File: config.mk
export PLATFORM = sky130hd
export DESIGN_NAME = ecx_dec
export DESIGN_NICKNAME = d
export VERILOG_FILES = /design/src/rtl/ecx_pkg.sv /design/src/rtl/ecx_dec.sv
export SDC_FILE = /design/constraint.sdc
export NUM_CORES = 1
export LEC_CHECK = 0
export BUFFER_PORTS_ARGS = -buffer_cell sky130_fd_sc_hd__buf_2
export CAP_MARGIN = 20
export CORE_ASPECT_RATIO = 0.75
export CORE_MARGIN = 4
export CORE_UTILIZATION = 30
export DETAILED_ROUTE_END_ITERATION = 10
export PLACE_DENSITY = 0.63
export SLEW_MARGIN = 10
export SYNTH_ARGS = -nofsm -noshare
export SYNTH_HDL_FRONTEND = slang
export SYNTH_SLANG_ARGS = --single-unit
File: constraint.sdc
create_clock -name vclk -period 8
set_clock_uncertainty 0.15 [all_clocks]
set_input_delay 0.8 -clock vclk [all_inputs]
set_output_delay 0.8 -clock vclk [all_outputs]
set_load 0.05 [all_outputs]
File: src/rtl/ecx_pkg.sv
`timescale 1ns / 1ps
`default_nettype none
package ecx_pkg;

	localparam int RAM_BYTES = 65536;
	localparam int ADDR_W = $clog2(RAM_BYTES);
	localparam logic [23:0] RESET_PC = 24'h008000;

	typedef logic [ADDR_W-1:0] addr_t;

	localparam logic [1:0] PRE_NONE = 2'd0;
	localparam logic [1:0] PRE_Y = 2'd1;
	localparam logic [1:0] PRE_EXT = 2'd2;

	localparam int FC = 0;
	localparam int FZ = 1;
	localparam int FN = 2;
	localparam int FI0 = 3;
	localparam int FH = 4;
	localparam int FI1 = 5;
	localparam int FV = 7;

	localparam logic [3:0] BIT_GROUP = 4'h1;

	localparam logic [7:0] OP_RRWA = 8'h01;
	localparam logic [7:0] OP_RLWA = 8'h02;
	localparam logic [7:0] OP_SRL_SP = 8'h04;
	localparam logic [7:0] OP_RRC_SP = 8'h06;
	localparam logic [7:0] OP_INC_SP = 8'h0C;
	localparam logic [7:0] OP_CLR_SP = 8'h0F;
	localparam logic [7:0] OP_CP_SP = 8'h11;
	localparam logic [7:0] OP_CPW_SP = 8'h13;
	localparam logic [7:0] OP_XOR_SP = 8'h18;
	localparam logic [7:0] OP_OR_SP = 8'h1A;
	localparam logic [7:0] OP_ADD_SP = 8'h1B;
	localparam logic [7:0] OP_ADDW_IMM = 8'h1C;
	localparam logic [7:0] OP_LDW_SP = 8'h1E;
	localparam logic [7:0] OP_STW_SP = 8'h1F;
	localparam logic [7:0] OP_JRA = 8'h20;
	localparam logic [7:0] OP_JRNC = 8'h24;
	localparam logic [7:0] OP_JRC = 8'h25;
	localparam logic [7:0] OP_JRNE = 8'h26;
	localparam logic [7:0] OP_JREQ = 8'h27;
	localparam logic [7:0] OP_CPL = 8'h43;
	localparam logic [7:0] OP_DEC = 8'h4A;
	localparam logic [7:0] OP_PUSH_IMM = 8'h4B;
	localparam logic [7:0] OP_TNZ = 8'h4D;
	localparam logic [7:0] OP_SUBSP = 8'h52;
	localparam logic [7:0] OP_SRLW = 8'h54;
	localparam logic [7:0] OP_ADDSP = 8'h5B;
	localparam logic [7:0] OP_INCW = 8'h5C;
	localparam logic [7:0] OP_CLRW = 8'h5F;
	localparam logic [7:0] OP_ST_SP = 8'h6B;
	localparam logic [7:0] OP_LD_SP = 8'h7B;
	localparam logic [7:0] OP_RET = 8'h81;
	localparam logic [7:0] OP_INT = 8'h82;
	localparam logic [7:0] OP_POP_A = 8'h84;
	localparam logic [7:0] OP_POPW = 8'h85;
	localparam logic [7:0] OP_PUSH_A = 8'h88;
	localparam logic [7:0] OP_PUSHW = 8'h89;
	localparam logic [7:0] OP_LDW_SPX = 8'h94;
	localparam logic [7:0] OP_LDW_XSP = 8'h96;
	localparam logic [7:0] OP_LD_XL = 8'h97;
	localparam logic [7:0] OP_SIM = 8'h9B;
	localparam logic [7:0] OP_CP_IMM = 8'hA1;
	localparam logic [7:0] OP_CPW_IMM = 8'hA3;
	localparam logic [7:0] OP_BCP_IMM = 8'hA5;
	localparam logic [7:0] OP_LD_IMM = 8'hA6;
	localparam logic [7:0] OP_XOR_IMM = 8'hA8;
	localparam logic [7:0] OP_OR_IMM = 8'hAA;
	localparam logic [7:0] OP_JPF = 8'hAC;
	localparam logic [7:0] OP_LDW_IMM = 8'hAE;
	localparam logic [7:0] OP_CPW_SHORT = 8'hB3;
	localparam logic [7:0] OP_LD_SHORT = 8'hB6;
	localparam logic [7:0] OP_LDW_SHORT = 8'hBE;
	localparam logic [7:0] OP_STW_SHORT = 8'hBF;
	localparam logic [7:0] OP_LD_LONG = 8'hC6;
	localparam logic [7:0] OP_ST_LONG = 8'hC7;
	localparam logic [7:0] OP_CALL = 8'hCD;
	localparam logic [7:0] OP_LDW_LONG = 8'hCE;
	localparam logic [7:0] OP_AND_IXB = 8'hE4;
	localparam logic [7:0] OP_ST_IXB = 8'hE7;
	localparam logic [7:0] OP_LDW_IXB = 8'hEE;
	localparam logic [7:0] OP_AND_IX = 8'hF4;
	localparam logic [7:0] OP_LD_IX = 8'hF6;
	localparam logic [7:0] OP_ST_IX = 8'hF7;

	typedef enum logic [2:0] {
		ST_IDLE, ST_RD0, ST_RD1, ST_RDW, ST_EXE, ST_WR1, ST_DONE
	} state_t;

	typedef struct packed {
		logic [1:0] pre;
		logic [7:0] op;
		logic [7:0] b1;
		logic [7:0] b2;
		logic [7:0] b3;
	} instr_t;

	typedef struct packed {
		logic [23:0] pc;
		logic [7:0]  a;
		logic [15:0] x;
		logic [15:0] y;
		logic [15:0] sp;
		logic [7:0]  cc;
	} arch_t;

	typedef struct packed {
		logic       bad;
		logic [1:0] nrd;
		logic [1:0] nwr;
		addr_t      addr0;
		addr_t      addr1;
	} plan_t;

	typedef struct packed {
		arch_t      st;
		logic [7:0] wd0;
		logic [7:0] wd1;
	} exe_t;

	typedef struct packed {
		logic       en;
		logic       we;
		addr_t      addr;
		logic [7:0] wdata;
	} mem_req_t;

	typedef struct packed {
		logic [15:0] r;
		logic [7:0]  cc;
	} alu_t;

	function automatic logic maj(input logic p, input logic q, input logic s);
		return (p & q) | (q & s) | (p & s);
	endfunction

	function automatic logic brw(input logic p, input logic q, input logic s);
		return (~p & q) | (~p & s) | (p & q & s);
	endfunction

	function automatic logic [7:0] put_zn(input logic [7:0] cc, input logic [15:0] r,
			input logic w);
		logic [7:0] c;
		c = cc;
		c[FZ] = w ? (r == 16'h0000) : (r[7:0] == 8'h00);
		c[FN] = w ? r[15] : r[7];
		return c;
	endfunction

	function automatic alu_t f_add(input logic [7:0] cc, input logic [15:0] a,
			input logic [15:0] b, input logic w);
		logic [15:0] s;
		logic ct, cu;
		alu_t o;
		s = a + b;
		if (!w) begin
			s[15:8] = 8'h00;
		end
		ct = w ? maj(a[15], b[15], ~s[15]) : maj(a[7], b[7], ~s[7]);
		cu = w ? maj(a[14], b[14], ~s[14]) : maj(a[6], b[6], ~s[6]);
		o.r = s;
		o.cc = put_zn(cc, s, w);
		o.cc[FC] = ct;
		o.cc[FH] = w ? maj(a[7], b[7], ~s[7]) : maj(a[3], b[3], ~s[3]);
		o.cc[FV] = ct ^ cu;
		return o;
	endfunction

	function automatic alu_t f_cmp(input logic [7:0] cc, input logic [15:0] a,
			input logic [15:0] b, input logic w);
		logic [15:0] s;
		logic bt, bu;
		alu_t o;
		s = a - b;
		if (!w) begin
			s[15:8] = 8'h00;
		end
		bt = w ? brw(a[15], b[15], s[15]) : brw(a[7], b[7], s[7]);
		bu = w ? brw(a[14], b[14], s[14]) : brw(a[6], b[6], s[6]);
		o.r = s;
		o.cc = put_zn(cc, s, w);
		o.cc[FC] = bt;
		o.cc[FV] = bt ^ bu;
		return o;
	endfunction

	function automatic logic is_main(input logic [7:0] op);
		case (op) inside
			OP_RRWA, OP_RLWA, OP_SRL_SP, OP_RRC_SP, OP_INC_SP, OP_CLR_SP, OP_CP_SP,
			OP_CPW_SP, OP_XOR_SP, OP_OR_SP, OP_ADD_SP, OP_ADDW_IMM, OP_LDW_SP, OP_STW_SP,
			OP_JRA, OP_JRNC, OP_JRC, OP_JRNE, OP_JREQ, OP_CPL, OP_DEC, OP_PUSH_IMM,
			OP_TNZ, OP_SUBSP, OP_SRLW, OP_ADDSP, OP_INCW, OP_CLRW, OP_ST_SP, OP_LD_SP,
			OP_RET, OP_INT, OP_POP_A, OP_POPW, OP_PUSH_A, OP_PUSHW, OP_LDW_SPX,
			OP_LDW_XSP, OP_LD_XL, OP_SIM, OP_CP_IMM, OP_CPW_IMM, OP_BCP_IMM, OP_LD_IMM,
			OP_XOR_IMM, OP_OR_IMM, OP_JPF, OP_LDW_IMM, OP_CPW_SHORT, OP_LD_SHORT,
			OP_LDW_SHORT, OP_STW_SHORT, OP_LD_LONG, OP_ST_LONG, OP_CALL, OP_LDW_LONG,
			OP_AND_IXB, OP_ST_IXB, OP_LDW_IXB, OP_AND_IX, OP_LD_IX, OP_ST_IX: return 1'b1;
			default: return 1'b0;
		endcase
	endfunction

	function automatic logic is_yvar(input logic [7:0] op);
		case (op) inside
			OP_RRWA, OP_RLWA, OP_SRLW, OP_INCW, OP_CLRW, OP_POPW, OP_PUSHW, OP_LDW_SPX,
			OP_LDW_XSP, OP_LD_XL, OP_CPW_IMM, OP_LDW_IMM, OP_CPW_SHORT, OP_LDW_SHORT,
			OP_STW_SHORT, OP_LDW_LONG, OP_AND_IXB, OP_LDW_IXB, OP_AND_IX, OP_LD_IX,
			OP_ST_IX: return 1'b1;
			default: return 1'b0;
		endcase
	endfunction

endpackage
`default_nettype wire

File: src/rtl/ecx_dec.sv
`timescale 1ns / 1ps
`default_nettype none
module ecx_dec (
	input  wire ecx_pkg::instr_t ins,
	input  wire ecx_pkg::arch_t  arch,
	output ecx_pkg::plan_t       plan
);
	logic [15:0] ix;
	logic [16:0] sp_sum, ix_sum;
	ecx_pkg::addr_t sp_b1, ix_b1, sp_a;

	always_comb begin
		ix = (ins.pre == ecx_pkg::PRE_Y) ? arch.y : arch.x;
		sp_sum = {1'b0, arch.sp} + {9'h000, ins.b1};
		ix_sum = {1'b0, ix} + {9'h000, ins.b1};
		sp_b1 = sp_sum[ecx_pkg::ADDR_W-1:0];
		ix_b1 = ix_sum[ecx_pkg::ADDR_W-1:0];
		sp_a = arch.sp[ecx_pkg::ADDR_W-1:0];
	end

	always_comb begin
		plan.nrd = 2'd0;
		plan.nwr = 2'd0;
		plan.addr0 = sp_b1;
		unique case (ins.pre)
			ecx_pkg::PRE_NONE: plan.bad = !ecx_pkg::is_main(ins.op);
			ecx_pkg::PRE_Y: plan.bad = !ecx_pkg::is_yvar(ins.op);
			ecx_pkg::PRE_EXT: plan.bad = !(ins.op[7:4] == ecx_pkg::BIT_GROUP ||
				ins.op == ecx_pkg::OP_CLRW);
			default: plan.bad = 1'b1;
		endcase
		if (plan.bad) begin
			plan.nrd = 2'd0;
		end else if (ins.pre == ecx_pkg::PRE_EXT) begin
			plan.addr0 = ecx_pkg::addr_t'({ins.b1, ins.b2});
			plan.nwr = 2'd1;
			plan.nrd = (ins.op == ecx_pkg::OP_CLRW) ? 2'd0 : 2'd1;
		end else begin
			unique case (ins.op) inside
				ecx_pkg::OP_SRL_SP, ecx_pkg::OP_RRC_SP, ecx_pkg::OP_INC_SP: begin
					plan.nrd = 2'd1;
					plan.nwr = 2'd1;
				end
				ecx_pkg::OP_CLR_SP, ecx_pkg::OP_ST_SP: plan.nwr = 2'd1;
				ecx_pkg::OP_CP_SP, ecx_pkg::OP_XOR_SP, ecx_pkg::OP_OR_SP,
				ecx_pkg::OP_ADD_SP, ecx_pkg::OP_LD_SP: plan.nrd = 2'd1;
				ecx_pkg::OP_CPW_SP, ecx_pkg::OP_LDW_SP: plan.nrd = 2'd2;
				ecx_pkg::OP_STW_SP: plan.nwr = 2'd2;
				ecx_pkg::OP_PUSH_IMM, ecx_pkg::OP_PUSH_A: begin
					plan.addr0 = sp_a;
					plan.nwr = 2'd1;
				end
				ecx_pkg::OP_PUSHW, ecx_pkg::OP_CALL: begin
					plan.addr0 = sp_a;
					plan.nwr = 2'd2;
				end
				ecx_pkg::OP_RET, ecx_pkg::OP_POPW: begin
					plan.addr0 = sp_a + ecx_pkg::addr_t'(1);
					plan.nrd = 2'd2;
				end
				ecx_pkg::OP_POP_A: begin
					plan.addr0 = sp_a + ecx_pkg::addr_t'(1);
					plan.nrd = 2'd1;
				end
				ecx_pkg::OP_CPW_SHORT, ecx_pkg::OP_LDW_SHORT: begin
					plan.addr0 = ecx_pkg::addr_t'(ins.b1);
					plan.nrd = 2'd2;
				end
				ecx_pkg::OP_STW_SHORT: begin
					plan.addr0 = ecx_pkg::addr_t'(ins.b1);
					plan.nwr = 2'd2;
				end
				ecx_pkg::OP_LD_SHORT: begin
					plan.addr0 = ecx_pkg::addr_t'(ins.b1);
					plan.nrd = 2'd1;
				end
				ecx_pkg::OP_LD_LONG: begin
					plan.addr0 = ecx_pkg::addr_t'({ins.b1, ins.b2});
					plan.nrd = 2'd1;
				end
				ecx_pkg::OP_ST_LONG: begin
					plan.addr0 = ecx_pkg::addr_t'({ins.b1, ins.b2});
					plan.nwr = 2'd1;
				end
				ecx_pkg::OP_LDW_LONG: begin
					plan.addr0 = ecx_pkg::addr_t'({ins.b1, ins.b2});
					plan.nrd = 2'd2;
				end
				ecx_pkg::OP_AND_IXB: begin
					plan.addr0 = ix_b1;
					plan.nrd = 2'd1;
				end
				ecx_pkg::OP_ST_IXB: begin
					plan.addr0 = ix_b1;
					plan.nwr = 2'd1;
				end
				ecx_pkg::OP_LDW_IXB: begin
					plan.addr0 = ix_b1;
					plan.nrd = 2'd2;
				end
				ecx_pkg::OP_AND_IX, ecx_pkg::OP_LD_IX: begin
					plan.addr0 = ix[ecx_pkg::ADDR_W-1:0];
					plan.nrd = 2'd1;
				end
				ecx_pkg::OP_ST_IX: begin
					plan.addr0 = ix[ecx_pkg::ADDR_W-1:0];
					plan.nwr = 2'd1;
				end
				default: plan.nrd = 2'd0;
			endcase
		end
		if (!plan.bad && (ins.op == ecx_pkg::OP_PUSHW || ins.op == ecx_pkg::OP_CALL) &&
				ins.pre != ecx_pkg::PRE_EXT) begin
			plan.addr1 = plan.addr0 - ecx_pkg::addr_t'(1);
		end else begin
			plan.addr1 = plan.addr0 + ecx_pkg::addr_t'(1);
		end
	end
endmodule
`default_nettype wire

; ---- Word level (Yosys, flattened, before mapping)
; Index checks and enable logic that the tools add are counted.
[word_totals]
input_bits = 122
ff_bits = 0
elab_cells = 106
output_inout_bits = 37
[classes]
mux = 14
addsub = 5
reduce_logical = 21
n_eq_ne = 66
[ops]
columns = operator, count
row1 = $eq 8x8->1 const B, 32
row2 = $pmux 16 s6, 1
row3 = $eq 8x7->1 const B, 11
row4 = $eq 8x5->1 const B, 8
row5 = $reduce_or 62->1, 1
row6 = $eq 8x6->1 const B, 5
row7 = $add 16x1->16 const B, 2
row8 = $add 16x8->16, 2
row9 = $mux 16, 2
row10 = $reduce_or 21->1, 1
row11 = $mux 20, 1
row12 = $mux 18, 1
row13 = $eq 8x3->1 const B, 2
row14 = $eq 8x4->1 const B, 2
row15 = $sub 16x1->16 const B, 1
row16 = $reduce_or 14->1, 1
row17 = $reduce_or 3->1, 4
row18 = $reduce_or 4->1, 3
row19 = $reduce_or 10->1, 1
row20 = $eq 8x1->1 const B, 1
row21 = $eq 8x2->1 const B, 1
row22 = $pmux 2 s2, 2
row23 = $reduce_or 8->1, 1
row24 = $mux 1, 5
row25 = other kinds (10), 15

; ---- Depth between registers and ports, before layout
[logic_depth]
ltp_word = 10
depth_mapped = 27
mapped_depth_nobuf = 26

; ---- Least setup slack after synthesis
; OpenSTA, ideal clock, no wires.
[synth_timing]
path_kind = input to output
start = in ins[28] in the netlist's numbering
end = out plan[13] in the netlist's numbering
path_buffers = 3
t_arrival_ns = 6.877
required_ns = 7.050
cell_stages = 18
setup_slack_ns = 0.173
path_cell_list = buf_2 > and4b_1 > o211a_1 > or4_4 > nor4_1 > nand3_1 > o311a_4 > buf_4 > clkbuf_1 > o21ai_0 > ha_1 > a21o_1 > a21oi_1 > o21bai_1 > o21a_1 > o32ai_1 > o31ai_2 > o311ai_1
[synth_rtl]
columns = element, line_no
row1 = "start, declared", ecx_dec.sv:4  ; input wire ecx_pkg::instr_t ins,
row2 = "end, declared", ecx_dec.sv:6  ; output ecx_pkg::plan_t plan

==> metrics.md <==
| Metric | Value |
|---|---|
| Synth top area cells | ha_1, nand2_1, xnor2_1 |
| Hold_buf cts | 0 |
| # fillers | ~1400 |
| Post-synth top area cell | ha_1 |
| Avg Inst Size Synth | 6.59 um2 |
| Initial antenna violation count | 0 |
| ANT nets after route | 0 |
| Tot Pwr | 0.441 mW |
| HP Start | ins[23] |
| CP Class | input port to output port |
| Mapped cell area | 3930 um2 |
| Slew HR | between 40% and 50% |
| Final Hold Vio Count | 0 |
| Io pins | roughly 160 |
| # nets final | 850 |
| Share of layout cells above drive strength 1 | about 22% |
| Crit. End Element | output port |
| Detailed-route DRC error count | 0 |
| Min Tclk post-route | ~7.3 ns |
| Vias in the first global route | between 4000 and 5000 |
| Drt wl/cell | ~18 um |
| Core area | 12500 um2 |
| Post-synth cell types | 80 |
| Initial DRC Count | roughly 740 |
| Slowest-stage cell, CP | or4_4 |
| GRT overflow | 0 |
| Worst Hold Depth | 4 |
| Hold crit path type | input port to output port |
| Ant diodes | 0 |
| Fmax | approximately 140 MHz |
| Final wirelength | approximately 15 mm |
| YS warnings | 0 |
| Synth-to-layout area growth | 18.8% |
| Setup Buffers After CTS | 0 |
| Mapped Cells | roughly 600 |
| Max Cap Violations | 0 |
| CP arrival | about 6.4 ns |
| CP max FO | 23 |
| CP most frequent cell | a21oi_1 |
| Max-slew violation count | 0 |
| DIE AREA | approximately 15000 um2 |
| Tcrit/Tclk final | between 90% and 100% |
| Post-cts sizing count | 0 |
| Seq/Total Area, Yosys | 0% |
| CP startpoint | ins[30] |
| Lkg Pwr | slightly above 2 nW |
| Crit start category | input port |
| Placed Instances | approximately 860 |
| Critical path required time | 7.05 ns |
| Unrepaired setup endpoints after global routing | false |
| Global-route wire length before repair | around 24 mm |
| Worst VDD drop | between 100 and 150 uV |
| Port Buffer Count | ~110 |
| Post-Syn Nets | 754 |
| Row count | 35 |
| Die height | ~110 um |
| Yosys top cell area share | between 10% and 20% |
| Drt first pass iters | 6 |
| Vias per inst | around 6 |
| Via count | between 5000 and 6000 |
| Dpl hpwl | 12.2 mm |
| Non-filler cells, final | between 800 and 900 |
| Largest net degree at the start of global routing | 26 |
| Final setup fails | 0 |
| Total Neg Setup Slack | 0 ns |
| Status | completed |
| Sequential Area | 0 um2 |
| Critical Path Max Stage Delay | approximately 0.56 ns |
| GP Congestion | just under 1 |
| PD cells | between 90 and 100 nW/um2 |
| Worst Max-Slew Pin Slew | 0.816 ns |
| GRT Total Usage | a little under a fifth |
| Chip width | roughly 140 um |
| Initial core utilization | around a third |
| Multi-input gate area | 3700 um2 |
| Critical path, cell by cell | buf_2 -> nand2b_1 -> o32ai_1 -> or4_4 -> nor4_1 -> nand3_1 -> o311a_4 -> mux2_4 -> fa_1 -> a21o_1 -> a21oi_1 -> o21bai_1 -> a21oi_1 -> o21bai_1 -> a21oi_1 -> nor2_1 -> a211o_1 -> a31o_2 -> a21oi_1 -> xnor2_1 -> buf_2 |
| Sequential cell count | 0 |
| Clock Buffer Count | 0 |
[critical path, delay by kind of cell]
kind	cells	cell delay [ns]
buffers and inverters	2	0.57
AND/OR/NAND/NOR	5	1.65
AO/OA/AOI/OAI	11	2.31
XOR/XNOR	1	0.13
adder cells (fa/ha/maj)	1	0.47
multiplexers	1	0.40
[metrics by stage]
| stage | cell area, um2 | setup WS [ns] | hold WS [ns] | utilization (%) |
|---|---|---|---|---|
| floorplan | 3930 | 0.173 | 1.79 | - |
| global placement | 4670 | 0.836 | 2.00 | 37.3 |
| detailed placement | 4670 | 0.786 | 1.99 | 37.3 |
| CTS | 4670 | 0.780 | 1.99 | 37.3 |
| global route | 4670 | 0.325 | 2.03 | 37.3 |
| finish | 4670 | 0.698 | 1.99 | 37.3 |
[synth_stat cells, types with 8 or more instances]
cell type  count
o211ai_1       8
o22ai_1       12
nor2b_1       10
inv_1         17
mux2i_1       11
ha_1          33
clkbuf_1      17
o21ai_0       46
or3_1          8
and3_1        11
xnor2_1       28
nand4_1       11
a21oi_1       44
nand2_1       71
nand2b_1      12
nor2_1        44
xor2_1        20
o21bai_1      10
a31oi_1        9
nor3_1        21
a221oi_1       8
nand3_1       10
a21o_1         9
[routing by layer]
layer	vias to the layer above	global-route usage (%)	part of all wire [%]
met4	0	0.830	0.80
met3	18	1.56	11
met1	2261	31.2	49
met2	282	26.6	40
met5	-	0	0
li1	2459	-	-
[final cells by class]
cell class | count | share of cell area, %
Inverter | 20 | 1.61
Tap cell | 166 | 4.45
Timing Repair Buffer | 128 | 14.6
Multi-Input combinational cell | 542 | 79.3
[worst paths after layout]
check | to | slack, ns
setup / recovery | plan[14] | 0.70
hold / removal | plan[31] | 1.99
[cell usage in the layout (no fill, tap or decap), types with 9 or more instances in the layout]
cell	synthesis	layout
o21ai_0	46	46
mux2i_1	11	11
buf_4	4	17
nor2_1	44	44
nand2_1	71	71
nand3_1	10	10
xnor2_1	28	28
and3_1	11	11
nor2b_1	10	10
a31oi_1	9	9
a21oi_1	44	44
nor3_1	21	21
inv_1	17	17
nand2b_1	12	12
buf_2	6	111
xor2_1	20	20
o21bai_1	10	10
ha_1	33	33
a21o_1	9	9
nand4_1	11	11
o22ai_1	12	12
[logic make-up after synthesis]
kind of cell | count (synthesis) | share of synthesized area [%]
AOI/OAI and AO/OA | 207 | 36.2
xor gates and xnor gates | 48 | 10.7
adders and majority gates | 36 | 12.0
buffers and inverters | 54 | 5.96
muxes | 14 | 3.76
and+or+nand+nor | 237 | 31.3
[where the power goes]
group          internal (mW)  switching, mW
logic                  0.135          0.306
registers                  0              0
clock network              0              0
Power figures use the tool's default switching activity.
